`src/design/signed_restoring_divider_defines.svh`:
```
`ifndef SIGNED_RESTORING_DIVIDER_DEFINES_SVH
`define SIGNED_RESTORING_DIVIDER_DEFINES_SVH

// Same-cycle implication, checked while out of reset
`define SRD_ASSERT_IMPL(label, clk, rst, ante, cons) \
   label: assert property (@(posedge clk) disable iff (rst) (ante) |-> (cons)) \
      else $error("srd assertion failed");

// Next-cycle implication, checked while out of reset
`define SRD_ASSERT_NEXT(label, clk, rst, ante, cons) \
   label: assert property (@(posedge clk) disable iff (rst) (ante) |=> (cons)) \
      else $error("srd assertion failed");

`endif

```
`src/design/srd_pkg.sv`:
```
package srd_pkg;

   localparam int DATA_WIDTH_DEF = 32;

   typedef enum logic [1:0] {
      SRD_OK       = 2'd0,
      SRD_DIV_ZERO = 2'd1,
      SRD_OVERFLOW = 2'd2
   } srd_status_type;

   // travels alongside the datapath through every stage
   typedef struct packed {
      logic           neg;
      srd_status_type status;
   } srd_ctl_type;

endpackage

```
`src/design/srd_if.sv`:
```
interface srd_req_if #(
   parameter int DATA_WIDTH = srd_pkg::DATA_WIDTH_DEF
);
   import srd_pkg::*;

   logic                  valid;
   logic                  ready;
   logic [DATA_WIDTH-1:0] dividend;
   logic [DATA_WIDTH-1:0] divisor;

   modport source (output valid, output dividend, output divisor, input ready);
   modport sink   (input valid, input dividend, input divisor, output ready);
endinterface

interface srd_rsp_if #(
   parameter int DATA_WIDTH = srd_pkg::DATA_WIDTH_DEF
);
   import srd_pkg::*;

   logic                  valid;
   logic                  ready;
   logic [DATA_WIDTH-1:0] quotient;
   logic [1:0]            status;

   modport source (output valid, output quotient, output status, input ready);
   modport sink   (input valid, input quotient, input status, output ready);
endinterface

```
`src/design/srd_prep.sv`:
```
module srd_prep #(
   parameter int DATA_WIDTH = srd_pkg::DATA_WIDTH_DEF
) (
   input  logic                  clock,
   input  logic                  reset,
   input  logic                  up_valid,
   output logic                  up_ready,
   input  logic [DATA_WIDTH-1:0] dividend,
   input  logic [DATA_WIDTH-1:0] divisor,
   output logic                  dn_valid,
   input  logic                  dn_ready,
   output logic [DATA_WIDTH-1:0] num,
   output logic [DATA_WIDTH-1:0] den,
   output srd_pkg::srd_ctl_type  ctl
);
   import srd_pkg::*;

   localparam logic [DATA_WIDTH-1:0] MinNeg = {1'b1, {(DATA_WIDTH-1){1'b0}}};

   logic                  valid_ff, valid_in;
   logic [DATA_WIDTH-1:0] num_ff, num_in;
   logic [DATA_WIDTH-1:0] den_ff, den_in;
   srd_ctl_type           ctl_ff, ctl_in;
   logic                  load;
   logic                  n_neg, d_neg;

   assign up_ready = !valid_ff || dn_ready;
   assign load     = up_valid && up_ready;

   always_comb begin
      n_neg  = dividend[DATA_WIDTH-1];
      d_neg  = divisor[DATA_WIDTH-1];
      // most negative value maps to 2^(W-1), which fits unsigned
      num_in = n_neg ? (~dividend + 1'b1) : dividend;
      den_in = d_neg ? (~divisor + 1'b1) : divisor;
      ctl_in.neg = n_neg ^ d_neg;
      priority if (divisor == '0) begin
         ctl_in.status = SRD_DIV_ZERO;
      end else if (dividend == MinNeg && divisor == '1) begin
         ctl_in.status = SRD_OVERFLOW;
      end else begin
         ctl_in.status = SRD_OK;
      end
      if (load) begin
         valid_in = 1'b1;
      end else if (dn_ready) begin
         valid_in = 1'b0;
      end else begin
         valid_in = valid_ff;
      end
   end

   always_ff @(posedge clock) begin
      if (reset) begin
         valid_ff <= 1'b0;
      end else begin
         valid_ff <= valid_in;
      end
   end

   always_ff @(posedge clock) begin
      if (load) begin
         num_ff <= num_in;
         den_ff <= den_in;
         ctl_ff <= ctl_in;
      end
   end

   assign dn_valid = valid_ff;
   assign num      = num_ff;
   assign den      = den_ff;
   assign ctl      = ctl_ff;

endmodule

```
`src/design/srd_cell.sv`:
```
module srd_cell #(
   parameter int DATA_WIDTH = srd_pkg::DATA_WIDTH_DEF
) (
   input  logic                  clock,
   input  logic                  reset,
   input  logic                  up_valid,
   output logic                  up_ready,
   input  logic [DATA_WIDTH-1:0] up_rem,
   input  logic [DATA_WIDTH-1:0] up_num,
   input  logic [DATA_WIDTH-1:0] up_den,
   input  logic [DATA_WIDTH-1:0] up_quo,
   input  srd_pkg::srd_ctl_type  up_ctl,
   output logic                  dn_valid,
   input  logic                  dn_ready,
   output logic [DATA_WIDTH-1:0] dn_rem,
   output logic [DATA_WIDTH-1:0] dn_num,
   output logic [DATA_WIDTH-1:0] dn_den,
   output logic [DATA_WIDTH-1:0] dn_quo,
   output srd_pkg::srd_ctl_type  dn_ctl
);
   import srd_pkg::*;

   logic                  valid_ff, valid_in;
   logic [DATA_WIDTH-1:0] rem_ff, rem_in;
   logic [DATA_WIDTH-1:0] num_ff, num_in;
   logic [DATA_WIDTH-1:0] den_ff;
   logic [DATA_WIDTH-1:0] quo_ff, quo_in;
   srd_ctl_type           ctl_ff;
   logic                  load;
   logic [DATA_WIDTH-1:0] rem_sh;
   logic [DATA_WIDTH:0]   diff;
   logic                  fits;

   assign up_ready = !valid_ff || dn_ready;
   assign load     = up_valid && up_ready;

   always_comb begin
      // partial remainder stays below the divisor, so its top bit is spare
      rem_sh = {up_rem[DATA_WIDTH-2:0], up_num[DATA_WIDTH-1]};
      diff   = {1'b0, rem_sh} - {1'b0, up_den};
      fits   = !diff[DATA_WIDTH];
      rem_in = fits ? diff[DATA_WIDTH-1:0] : rem_sh;
      num_in = {up_num[DATA_WIDTH-2:0], 1'b0};
      quo_in = {up_quo[DATA_WIDTH-2:0], fits};
      if (load) begin
         valid_in = 1'b1;
      end else if (dn_ready) begin
         valid_in = 1'b0;
      end else begin
         valid_in = valid_ff;
      end
   end

   always_ff @(posedge clock) begin
      if (reset) begin
         valid_ff <= 1'b0;
      end else begin
         valid_ff <= valid_in;
      end
   end

   always_ff @(posedge clock) begin
      if (load) begin
         rem_ff <= rem_in;
         num_ff <= num_in;
         den_ff <= up_den;
         quo_ff <= quo_in;
         ctl_ff <= up_ctl;
      end
   end

   assign dn_valid = valid_ff;
   assign dn_rem   = rem_ff;
   assign dn_num   = num_ff;
   assign dn_den   = den_ff;
   assign dn_quo   = quo_ff;
   assign dn_ctl   = ctl_ff;

endmodule

```
`src/design/srd_post.sv`:
```
module srd_post #(
   parameter int DATA_WIDTH = srd_pkg::DATA_WIDTH_DEF
) (
   input  logic                  clock,
   input  logic                  reset,
   input  logic                  up_valid,
   output logic                  up_ready,
   input  logic [DATA_WIDTH-1:0] up_quo,
   input  srd_pkg::srd_ctl_type  up_ctl,
   srd_rsp_if.source             rsp
);
   import srd_pkg::*;

   logic                  valid_ff, valid_in;
   logic [DATA_WIDTH-1:0] quo_ff, quo_in;
   srd_status_type        status_ff;
   logic                  load;

   assign up_ready = !valid_ff || rsp.ready;
   assign load     = up_valid && up_ready;

   always_comb begin
      if (up_ctl.status != SRD_OK) begin
         quo_in = '0;
      end else if (up_ctl.neg) begin
         quo_in = ~up_quo + 1'b1;
      end else begin
         quo_in = up_quo;
      end
      if (load) begin
         valid_in = 1'b1;
      end else if (rsp.ready) begin
         valid_in = 1'b0;
      end else begin
         valid_in = valid_ff;
      end
   end

   always_ff @(posedge clock) begin
      if (reset) begin
         valid_ff <= 1'b0;
      end else begin
         valid_ff <= valid_in;
      end
   end

   always_ff @(posedge clock) begin
      if (load) begin
         quo_ff    <= quo_in;
         status_ff <= up_ctl.status;
      end
   end

   assign rsp.valid    = valid_ff;
   assign rsp.quotient = quo_ff;
   assign rsp.status   = status_ff;

endmodule

```
`src/design/signed_restoring_divider.sv`:
```
// Signed divider, quotient truncated toward zero. One request may enter every
// clock; its response passes through one input stage that takes magnitudes
// and flags the special cases, one restoring-division cell per quotient bit
// and one output register that fixes the sign. Back-pressure on rsp stalls
// only the stages that hold data, so empty slots still take requests. A zero
// divisor returns status 1, most-negative by minus one returns status 2; both
// with quotient zero. No remainder is returned.
`include "signed_restoring_divider_defines.svh"

module signed_restoring_divider #(
   parameter int DATA_WIDTH = srd_pkg::DATA_WIDTH_DEF
) (
   input  logic      clock,
   input  logic      reset,
   srd_req_if.sink   req,
   srd_rsp_if.source rsp
);
   import srd_pkg::*;

   localparam int Stages  = DATA_WIDTH + 2;
   localparam int OccBits = $clog2(Stages + 1);

   logic                  c_valid [0:DATA_WIDTH];
   logic                  c_ready [0:DATA_WIDTH];
   logic [DATA_WIDTH-1:0] c_rem   [0:DATA_WIDTH];
   logic [DATA_WIDTH-1:0] c_num   [0:DATA_WIDTH];
   logic [DATA_WIDTH-1:0] c_den   [0:DATA_WIDTH];
   logic [DATA_WIDTH-1:0] c_quo   [0:DATA_WIDTH];
   srd_ctl_type           c_ctl   [0:DATA_WIDTH];

   srd_prep #(.DATA_WIDTH(DATA_WIDTH)) u_prep (
      .clock    (clock),
      .reset    (reset),
      .up_valid (req.valid),
      .up_ready (req.ready),
      .dividend (req.dividend),
      .divisor  (req.divisor),
      .dn_valid (c_valid[0]),
      .dn_ready (c_ready[0]),
      .num      (c_num[0]),
      .den      (c_den[0]),
      .ctl      (c_ctl[0])
   );

   assign c_rem[0] = '0;
   assign c_quo[0] = '0;

   for (genvar i = 0; i < DATA_WIDTH; i++) begin : g_cell
      srd_cell #(.DATA_WIDTH(DATA_WIDTH)) u_cell (
         .clock    (clock),
         .reset    (reset),
         .up_valid (c_valid[i]),
         .up_ready (c_ready[i]),
         .up_rem   (c_rem[i]),
         .up_num   (c_num[i]),
         .up_den   (c_den[i]),
         .up_quo   (c_quo[i]),
         .up_ctl   (c_ctl[i]),
         .dn_valid (c_valid[i+1]),
         .dn_ready (c_ready[i+1]),
         .dn_rem   (c_rem[i+1]),
         .dn_num   (c_num[i+1]),
         .dn_den   (c_den[i+1]),
         .dn_quo   (c_quo[i+1]),
         .dn_ctl   (c_ctl[i+1])
      );
   end

   srd_post #(.DATA_WIDTH(DATA_WIDTH)) u_post (
      .clock    (clock),
      .reset    (reset),
      .up_valid (c_valid[DATA_WIDTH]),
      .up_ready (c_ready[DATA_WIDTH]),
      .up_quo   (c_quo[DATA_WIDTH]),
      .up_ctl   (c_ctl[DATA_WIDTH]),
      .rsp      (rsp)
   );

   // requests in flight, for checking only
   logic [OccBits-1:0] occ_ff, occ_in;
   logic               req_fire, rsp_fire;

   assign req_fire = req.valid && req.ready;
   assign rsp_fire = rsp.valid && rsp.ready;

   always_comb begin
      occ_in = occ_ff;
      if (req_fire && !rsp_fire) begin
         occ_in = occ_ff + 1'b1;
      end else if (rsp_fire && !req_fire) begin
         occ_in = occ_ff - 1'b1;
      end
   end

   always_ff @(posedge clock) begin
      if (reset) begin
         occ_ff <= '0;
      end else begin
         occ_ff <= occ_in;
      end
   end

   `SRD_ASSERT_IMPL(a_err_zero_quo, clock, reset,
      rsp.valid && rsp.status != SRD_OK, rsp.quotient == '0)
   `SRD_ASSERT_IMPL(a_drain_takes_req, clock, reset, rsp.ready, req.ready)
   `SRD_ASSERT_IMPL(a_occ_bound, clock, reset, 1'b1, occ_ff <= OccBits'(Stages))
   `SRD_ASSERT_IMPL(a_empty_no_rsp, clock, reset, occ_ff == '0, !rsp.valid)
   `SRD_ASSERT_IMPL(a_full_blocks, clock, reset,
      occ_ff == OccBits'(Stages) && !rsp.ready, !req.ready)
   `SRD_ASSERT_NEXT(a_rsp_hold, clock, reset,
      rsp.valid && !rsp.ready, rsp.valid && $stable(rsp.quotient))

endmodule

```
`src/flat_wrapper.sv`:
```
// flat-port wrapper written by rule: the top's interface ports become plain ports
module signed_restoring_divider_flat import srd_pkg::*;
#(
   parameter int DATA_WIDTH = srd_pkg::DATA_WIDTH_DEF
)
  (clock, reset, req_valid, req_dividend, req_divisor, req_ready, rsp_valid, rsp_quotient, rsp_status, rsp_ready);
  srd_req_if #(.DATA_WIDTH(DATA_WIDTH)) req_i ();
  srd_rsp_if #(.DATA_WIDTH(DATA_WIDTH)) rsp_i ();
  input  logic clock;
  input  logic reset;
  input wire logic [$bits(req_i.valid)-1:0] req_valid;
  input wire logic [$bits(req_i.dividend)-1:0] req_dividend;
  input wire logic [$bits(req_i.divisor)-1:0] req_divisor;
  output wire logic [$bits(req_i.ready)-1:0] req_ready;
  output wire logic [$bits(rsp_i.valid)-1:0] rsp_valid;
  output wire logic [$bits(rsp_i.quotient)-1:0] rsp_quotient;
  output wire logic [$bits(rsp_i.status)-1:0] rsp_status;
  input wire logic [$bits(rsp_i.ready)-1:0] rsp_ready;
  assign req_i.valid = req_valid;
  assign req_i.dividend = req_dividend;
  assign req_i.divisor = req_divisor;
  assign req_ready = req_i.ready;
  assign rsp_valid = rsp_i.valid;
  assign rsp_quotient = rsp_i.quotient;
  assign rsp_status = rsp_i.status;
  assign rsp_i.ready = rsp_ready;
  signed_restoring_divider #(.DATA_WIDTH(DATA_WIDTH)) u_core (.clock(clock), .reset(reset), .req(req_i), .rsp(rsp_i));
endmodule
```
`config.mk`:
```
export PLATFORM = sky130hd
export DESIGN_NAME = signed_restoring_divider_flat
export DESIGN_NICKNAME = d
export VERILOG_FILES = /design/src/design/srd_pkg.sv /design/src/design/srd_if.sv /design/src/design/srd_prep.sv /design/src/design/srd_cell.sv /design/src/design/srd_post.sv /design/src/design/signed_restoring_divider.sv /design/src/flat_wrapper.sv
export VERILOG_INCLUDE_DIRS = /design/src /design/src/design
export SDC_FILE = /design/constraint.sdc
export NUM_CORES = 2
export LEC_CHECK = 0
export ABC_AREA = 1
export BUFFER_PORTS_ARGS = -buffer_cell sky130_fd_sc_hd__buf_2
export CORE_AREA = 2 2 697 699
export CTS_CLUSTER_SIZE = 25
export DETAILED_ROUTE_END_ITERATION = 10
export DIE_AREA = 0 0 699 701
export GPL_TIMING_DRIVEN = 0
export PLACE_DENSITY = 0.5
export SLEW_MARGIN = 30
export SYNTH_ARGS = -nofsm -noshare
export SYNTH_HDL_FRONTEND = slang
export SYNTH_SLANG_ARGS = --single-unit
```
`constraint.sdc`:
```
create_clock -name clock -period 20.9 [get_ports clock]
set_input_delay 1.045 -clock clock [delete_from_list [all_inputs] [get_ports clock]]
set_output_delay 1.045 -clock clock [all_outputs]
set_load 0.02 [all_outputs]
```
== After elaboration in Yosys (flattened, before gate mapping) ==
Index checks and enable logic that the tools add are counted.

* Bitwise operators: 4
* Add/sub/neg operators: 35
* Multiplexer cells: 103
* Reduce and logical (&&, ||, !) cells: 171
* Equality and inequality tests: 2

{| class="wikitable"
|+ Operators with widths
! operator !! number
|-
| $sub 32x32->33 || 31
|-
| $mux 31 || 32
|-
| $add 32x1->32 const B || 3
|-
| $not 32->32 || 3
|-
| $reduce_bool 2->1 || 35
|-
| $mux 1 || 69
|-
| $logic_not 1->1 || 66
|-
| $eq 32x32->1 const B || 2
|-
| $logic_and 1x1->1 || 35
|-
| $logic_or 1x1->1 || 34
|-
| $sub 1x32->33 || 1
|-
| $logic_not 32->1 || 1
|-
| $mux 32 || 1
|-
| $mux 2 || 1
|-
| $xor 1x1->1 || 1
|}

* Flip-flop bits (word level): 3208
* Output and inout port bits: 36
* Bits of input ports: 68
* Word-level logic and storage cells: 547

== Depth between registers and ports, before layout ==
* Depth after elaboration: 37
* Depth in mapped cells: 25

== Modules after synthesis ==
Synthesis repeated with hierarchy kept, for this count alone.

* Cells, all modules: 25823
* Area total of the unflattened synthesis: 233382.6 um^2

{| class="wikitable"
|+ Modules (own cells, without submodules)
! module !! area an instance (um^2) !! times used !! cells each !! seq. area each (um^2)
|-
| srd_cell (u_core.g_cell[0].u_cell ...) || 7109.3 || 13 || 782 || 3923.8
|-
| srd_cell (u_core.g_cell[24].u_cell ...) || 7188.1 || 9 || 778 || 3923.8
|-
| srd_cell (u_core.g_cell[28].u_cell ...) || 6952.9 || 7 || 779 || 3923.8
|-
| srd_cell (u_core.g_cell[11].u_cell ...) || 6971.7 || 2 || 781 || 3923.8
|-
| srd_cell (u_core.g_cell[10].u_cell) || 7115.6 || 1 || 782 || 3923.8
|-
| srd_prep || 4249.1 || 1 || 546 || 2031.9
|-
| srd_post || 2285.9 || 1 || 311 || 1041.0
|-
| signed_restoring_divider || 3.8 || 1 || 1 || 0.0
|}

== Least setup slack after synthesis ==
OpenSTA, ideal clock, no wires.

* Path kind: input port to flip-flop
* Start: in rsp_ready
* End: reg u_core.g_cell[0].u_cell.ctl_ff (netlist bit u_core.g_cell[0].u_cell.dn_ctl[0]), enable pin
* Data required time: 20313 ps
* Buffers on the path: 0
* Setup time: 587 ps
* Arrival: 6841 ps
* Stages on the path: 20
* Setup slack: 13472 ps
* Cell sequence: inv_2 nand3_2 nor2_4 nand4_4 nor2_4 nand4_4 nor2_4 nand4_4 nor2_4 nand4_4 nor2_4 nand4_4 nor2_4 nand4_4 nor2_4 nand4_4 nor2_4 nand2_2 inv_2 a21oi_1

* Word-level cells in the longest chain between the ends: 34

{| class="wikitable"
|+ Ends and longest elaborated chain
! element !! RTL line !! text
|-
| start, declared || flat_wrapper.sv:18 || <nowiki>input wire logic [$bits(rsp_i.ready)-1:0] rsp_ready;</nowiki>
|-
| $logic_or 1x1->1 || srd_post.sv:19 || <nowiki>assign up_ready = !valid_ff || rsp.ready;</nowiki>
|-
| $logic_or 1x1->1 (32 in series) || srd_cell.sv:34 || <nowiki>assign up_ready = !valid_ff || dn_ready;</nowiki>
|-
| $logic_and 1x1->1 || srd_cell.sv:35 || <nowiki>assign load = up_valid && up_ready;</nowiki>
|-
| named net u_core.g_cell[0].u_cell.load || srd_cell.sv:29 || <nowiki>logic load;</nowiki>
|-
| end signal, assigned || srd_cell.sv:68 || <nowiki>ctl_ff <= up_ctl;</nowiki>
|-
| end, declared || srd_cell.sv:28 || <nowiki>srd_ctl_type ctl_ff;</nowiki>
|}

The timed path passes the listed nets, and every way through them passes these cells.
A chain may end at the register's enable or synchronous reset.

== Final worst setup path ==
* Start: reg u_core.u_post.valid_ff (netlist: u_core.u_post.rsp.valid)
* End: out req_ready

* Word-level cells in the longest chain between the ends: 35

{| class="wikitable"
|+ Ends and longest elaborated chain
! element !! RTL line !! text
|-
| start, declared || srd_post.sv:14 || <nowiki>logic valid_ff, valid_in;</nowiki>
|-
| start signal, assigned || srd_post.sv:43 || <nowiki>valid_ff <= valid_in;</nowiki>
|-
| $logic_not 1->1 || srd_post.sv:19 ||
|-
| $logic_or 1x1->1 || srd_post.sv:19 ||
|-
| $logic_or 1x1->1 (32 in series) || srd_cell.sv:34 ||
|-
| $logic_or 1x1->1 || srd_prep.sv:27 || <nowiki>assign up_ready = !valid_ff || dn_ready;</nowiki>
|-
| end, declared || flat_wrapper.sv:14 || <nowiki>output wire logic [$bits(req_i.ready)-1:0] req_ready;</nowiki>
|}

Every way passes these cells.

==> run summary <==
row cnt: 255
Pwr Density: 75.9 mW/mm^2
Crit path largest cell delay: 0.43 ns
Final Cycle Share: 0.235
port buffer count: 100
placed cells: 19,700
Sink Count: 3,208
Die X: 699 um
GPL Wtd Cong: 0.847
Yosys cell types: 65
Area Growth Syn to Fin: 14.5%
clock skew: 0.0525 ns
Worst VDD drop: 0.0707 mV
Clock Latency Late Sink: 0.97 ns
Static Leak: 0.0679 uW
Mapped Cells: 13,100
CP max-delay cell: dfxtp_1
WL per Instance: 15.4 um
most frequent cells in the layout: 3,174 x edfxtp_1, 1,726 x inv_1, 1,705 x a21oi_1, 1,401 x nand2_1, 1,240 x nor2_1
boundary pin count: 104
Hold Path Stages: 1
hold path endpoint: u_core.u_prep.num[0]
H-tree Lvls: 5
DRT iter0 DRCs: 4,021
Ys Warns: 0
largest net degree at the start of global routing: 73
Synth Area per Inst: 11.8 um^2
max-cap viol count: 0
outcome: finished, final reports clean
vias in the first global route: 95,100
All-Layer GR Usage: 0.126
Post-synth EDFFs: 3,174
Seq cells post-synth: 3,208
1st-pass router iterations: 5
min Tclk post-route: 4.91 ns
Peak Freq: 0.204 GHz
CP top delay family: simple AND/OR/NAND/NOR gates
# nets final: 14,700
min-delay src: req_dividend[0]
Buf/Inv on CP: 1
Slew HR: 0.319
unrepaired setup endpoints after global routing: false
Post-CTS Hold Fix Bufs: 0
share of flip-flops with an asynchronous set or reset: 0
sequential area share after synthesis: 0.624
ANT nets after route: 0
crit path kind: flop to primary output
min-delay worst type: primary input to flop
gr ovfl total: 0
starting density of the core: 0.319
power consumption: 13,400 uW
reg2reg start: u_core.g_cell[10].u_cell.dn_den[0]
critical path endpoint category: primary output
CP cell instances: nand3_2, nor2_4, nand4_4, nor2_4, nand4_4, nor2_4, nand4_4, nor2_4, nand4_4, nor2_4, nand4_4, nor2_4, nand4_4, nor2_4, nand4_4, nor2_4, nand4_4, buf_2
CTS tree: done
WP data arrival: 3.86 ns
Syn Std Cell Area: 0.154 mm^2
initial antenna violation count: 4
Final setup viols: 0
die height: 701 um
clock slew seen by the registers of the worst setup and hold paths: 0.06 ns
clk buf depth: 4
placed wire-length estimate: 245,000 um
Core Area: 0.482 mm^2
post-route insts no fill: 20,300
DR vias/cell: 4.49
reg2reg end: u_core.g_cell[11].u_cell.dn_rem[25]
# Post-CTS Setup Buffers: 0
WP data required: 19.85 ns
WL final: 312,000 um
cts bufs inserted: 347
most common cell after layout, fill and taps aside: edfxtp_1
first-pass GRT wire length: 501,000 um
DR DRC count: 0
root buffer cell: clkbuf_16
Slew Viols, Final: 0
CP Launch Type: flop
reg2reg path depth: 21
CP max FO: 4
Hold Vio Cnt, Final: 0
Resized Gates After CTS: 0
Die Footprint: 0.490 mm^2
share of post-route cells with drive strength above 1: 0.0782
Post-synth top flop: edfxtp_1
Reg2Reg Setup Slack: 16.36 ns
total number of vias: 91,200
Final TNS setup: 0 ns
Least-Margin Pin Slew: 1.02 ns
==> worst reg2reg max path, stage by stage, from the launching register on <==
cell and delay, ns:
edfxtp_1 0.39, ha_1 0.24, fa_1 0.40, inv_1 0.07
a21o_1 0.12, a21oi_2 0.07, o21ai_1 0.22, nand3_1 0.10
nand2_1 0.14, a31oi_2 0.17, o21bai_2 0.29, a21oi_1 0.17
o21ai_1 0.34, nand2_1 0.10, nand2_1 0.17, nand3_1 0.09
nand2_1 0.13, nand2_1 0.11, o311ai_4 0.14, buf_6 0.24
buf_2 0.40, a21oi_1 0.17
==> layer usage <==
layer	track usage	vias up	wire length [um]	part of all wire
li1	-	47100	-	-
met1	0.130	42500	118000	0.38
met2	0.255	1025	174000	0.56
met3	0.0155	608	8350	0.027
met4	0.0470	0	11500	0.037
met5	0	-	0	0
==> logic make-up after synthesis <==
logic type      after synthesis  synth area share
compound gates             2861             0.105
fa+ha+maj                  1027            0.0850
buf+inv                    1949            0.0511
simple gates               3116            0.0828
flops                      3208             0.624
xor+xnor                    912            0.0519
other cells                   1         0.0000244
==> cell type report <==
type	count	area [um^2]
timing repair buffer	191	2790
fill	46900	306000
clock buffer	417	9060
antenna	3	7.51
buffer	200	1310
inverter	1749	6640
multi-input combinational	7931	50300
tap	6425	8040
sequential	3208	96000
clock inverter	210	2170
==> where the power goes <==
group	total (uW)	internal, uW	switching, uW
registers	7060	7040	20.1
logic	234	90.6	143
clock network	6090	3540	2560
total	13400	10700	2720
==> worst max path at each step <==
stage	from	end	slack (ns)	depth (start not counted)
CTS	u_core.u_post.rsp.valid	req_ready	15.83	18
floorplan	rsp_ready	u_core.g_cell[0].u_cell.dn_ctl[0]	13.47	20
global placement	rsp_ready	u_core.g_cell[9].u_cell.dn_num[18]	10.79	15
detailed placement	rsp_ready	u_core.g_cell[4].u_cell.dn_num[16]	15.88	24
finish	u_core.u_post.rsp.valid	req_ready	15.99	18
global route	u_core.u_post.rsp.valid	req_ready	15.64	18
==> per-stage QoR <==
step / util / hold slack [ns] / area, um^2 / setup WS [ns]
2_1_floorplan: - / 0.400 / 154000 / 13.47
3_3_place_gp: 0.337 / 0.401 / 162000 / 10.79
3_5_place_dp: 0.343 / 0.405 / 165000 / 15.88
4_1_cts: 0.366 / 0.183 / 176000 / 15.83
5_1_grt: 0.366 / 0.239 / 176000 / 15.64
6_report: 0.366 / 0.298 / 176000 / 15.99
==> sequential cells by signal (all words and copies together), names as in the netlist, 32 cells and up <==
signal                         flops
u_core.g_cell.u_cell.dn_rem      961
u_core.g_cell.u_cell.dn_valid     32
u_core.u_prep.den                 32
u_core.g_cell.u_cell.dn_quo      528
u_core.u_post.rsp.quotient        32
u_core.g_cell.u_cell.dn_num      496
u_core.u_prep.num                 32
u_core.g_cell.u_cell.dn_den      992
u_core.g_cell.u_cell.dn_ctl       96
==> Yosys cell counts, drive strengths merged (45+ instances only) <==
master	count	area share
inv	1746	0.043
ha	997	0.081
nand2	1402	0.034
o21ai	647	0.023
a21boi	84	0.0046
xnor2	503	0.029
xor2	409	0.023
a211oi	45	0.0022
nor3	103	0.0033
nor2	1264	0.031
nand3	192	0.0066
a21o	70	0.0034
a31oi	76	0.0032
a21oi	1744	0.058
o21bai	57	0.0030
o31ai	45	0.0022
nand4	95	0.0047
edfxtp	3174	0.62
buf	159	0.0075
Note: power is estimated with default switching activity, not from simulation.
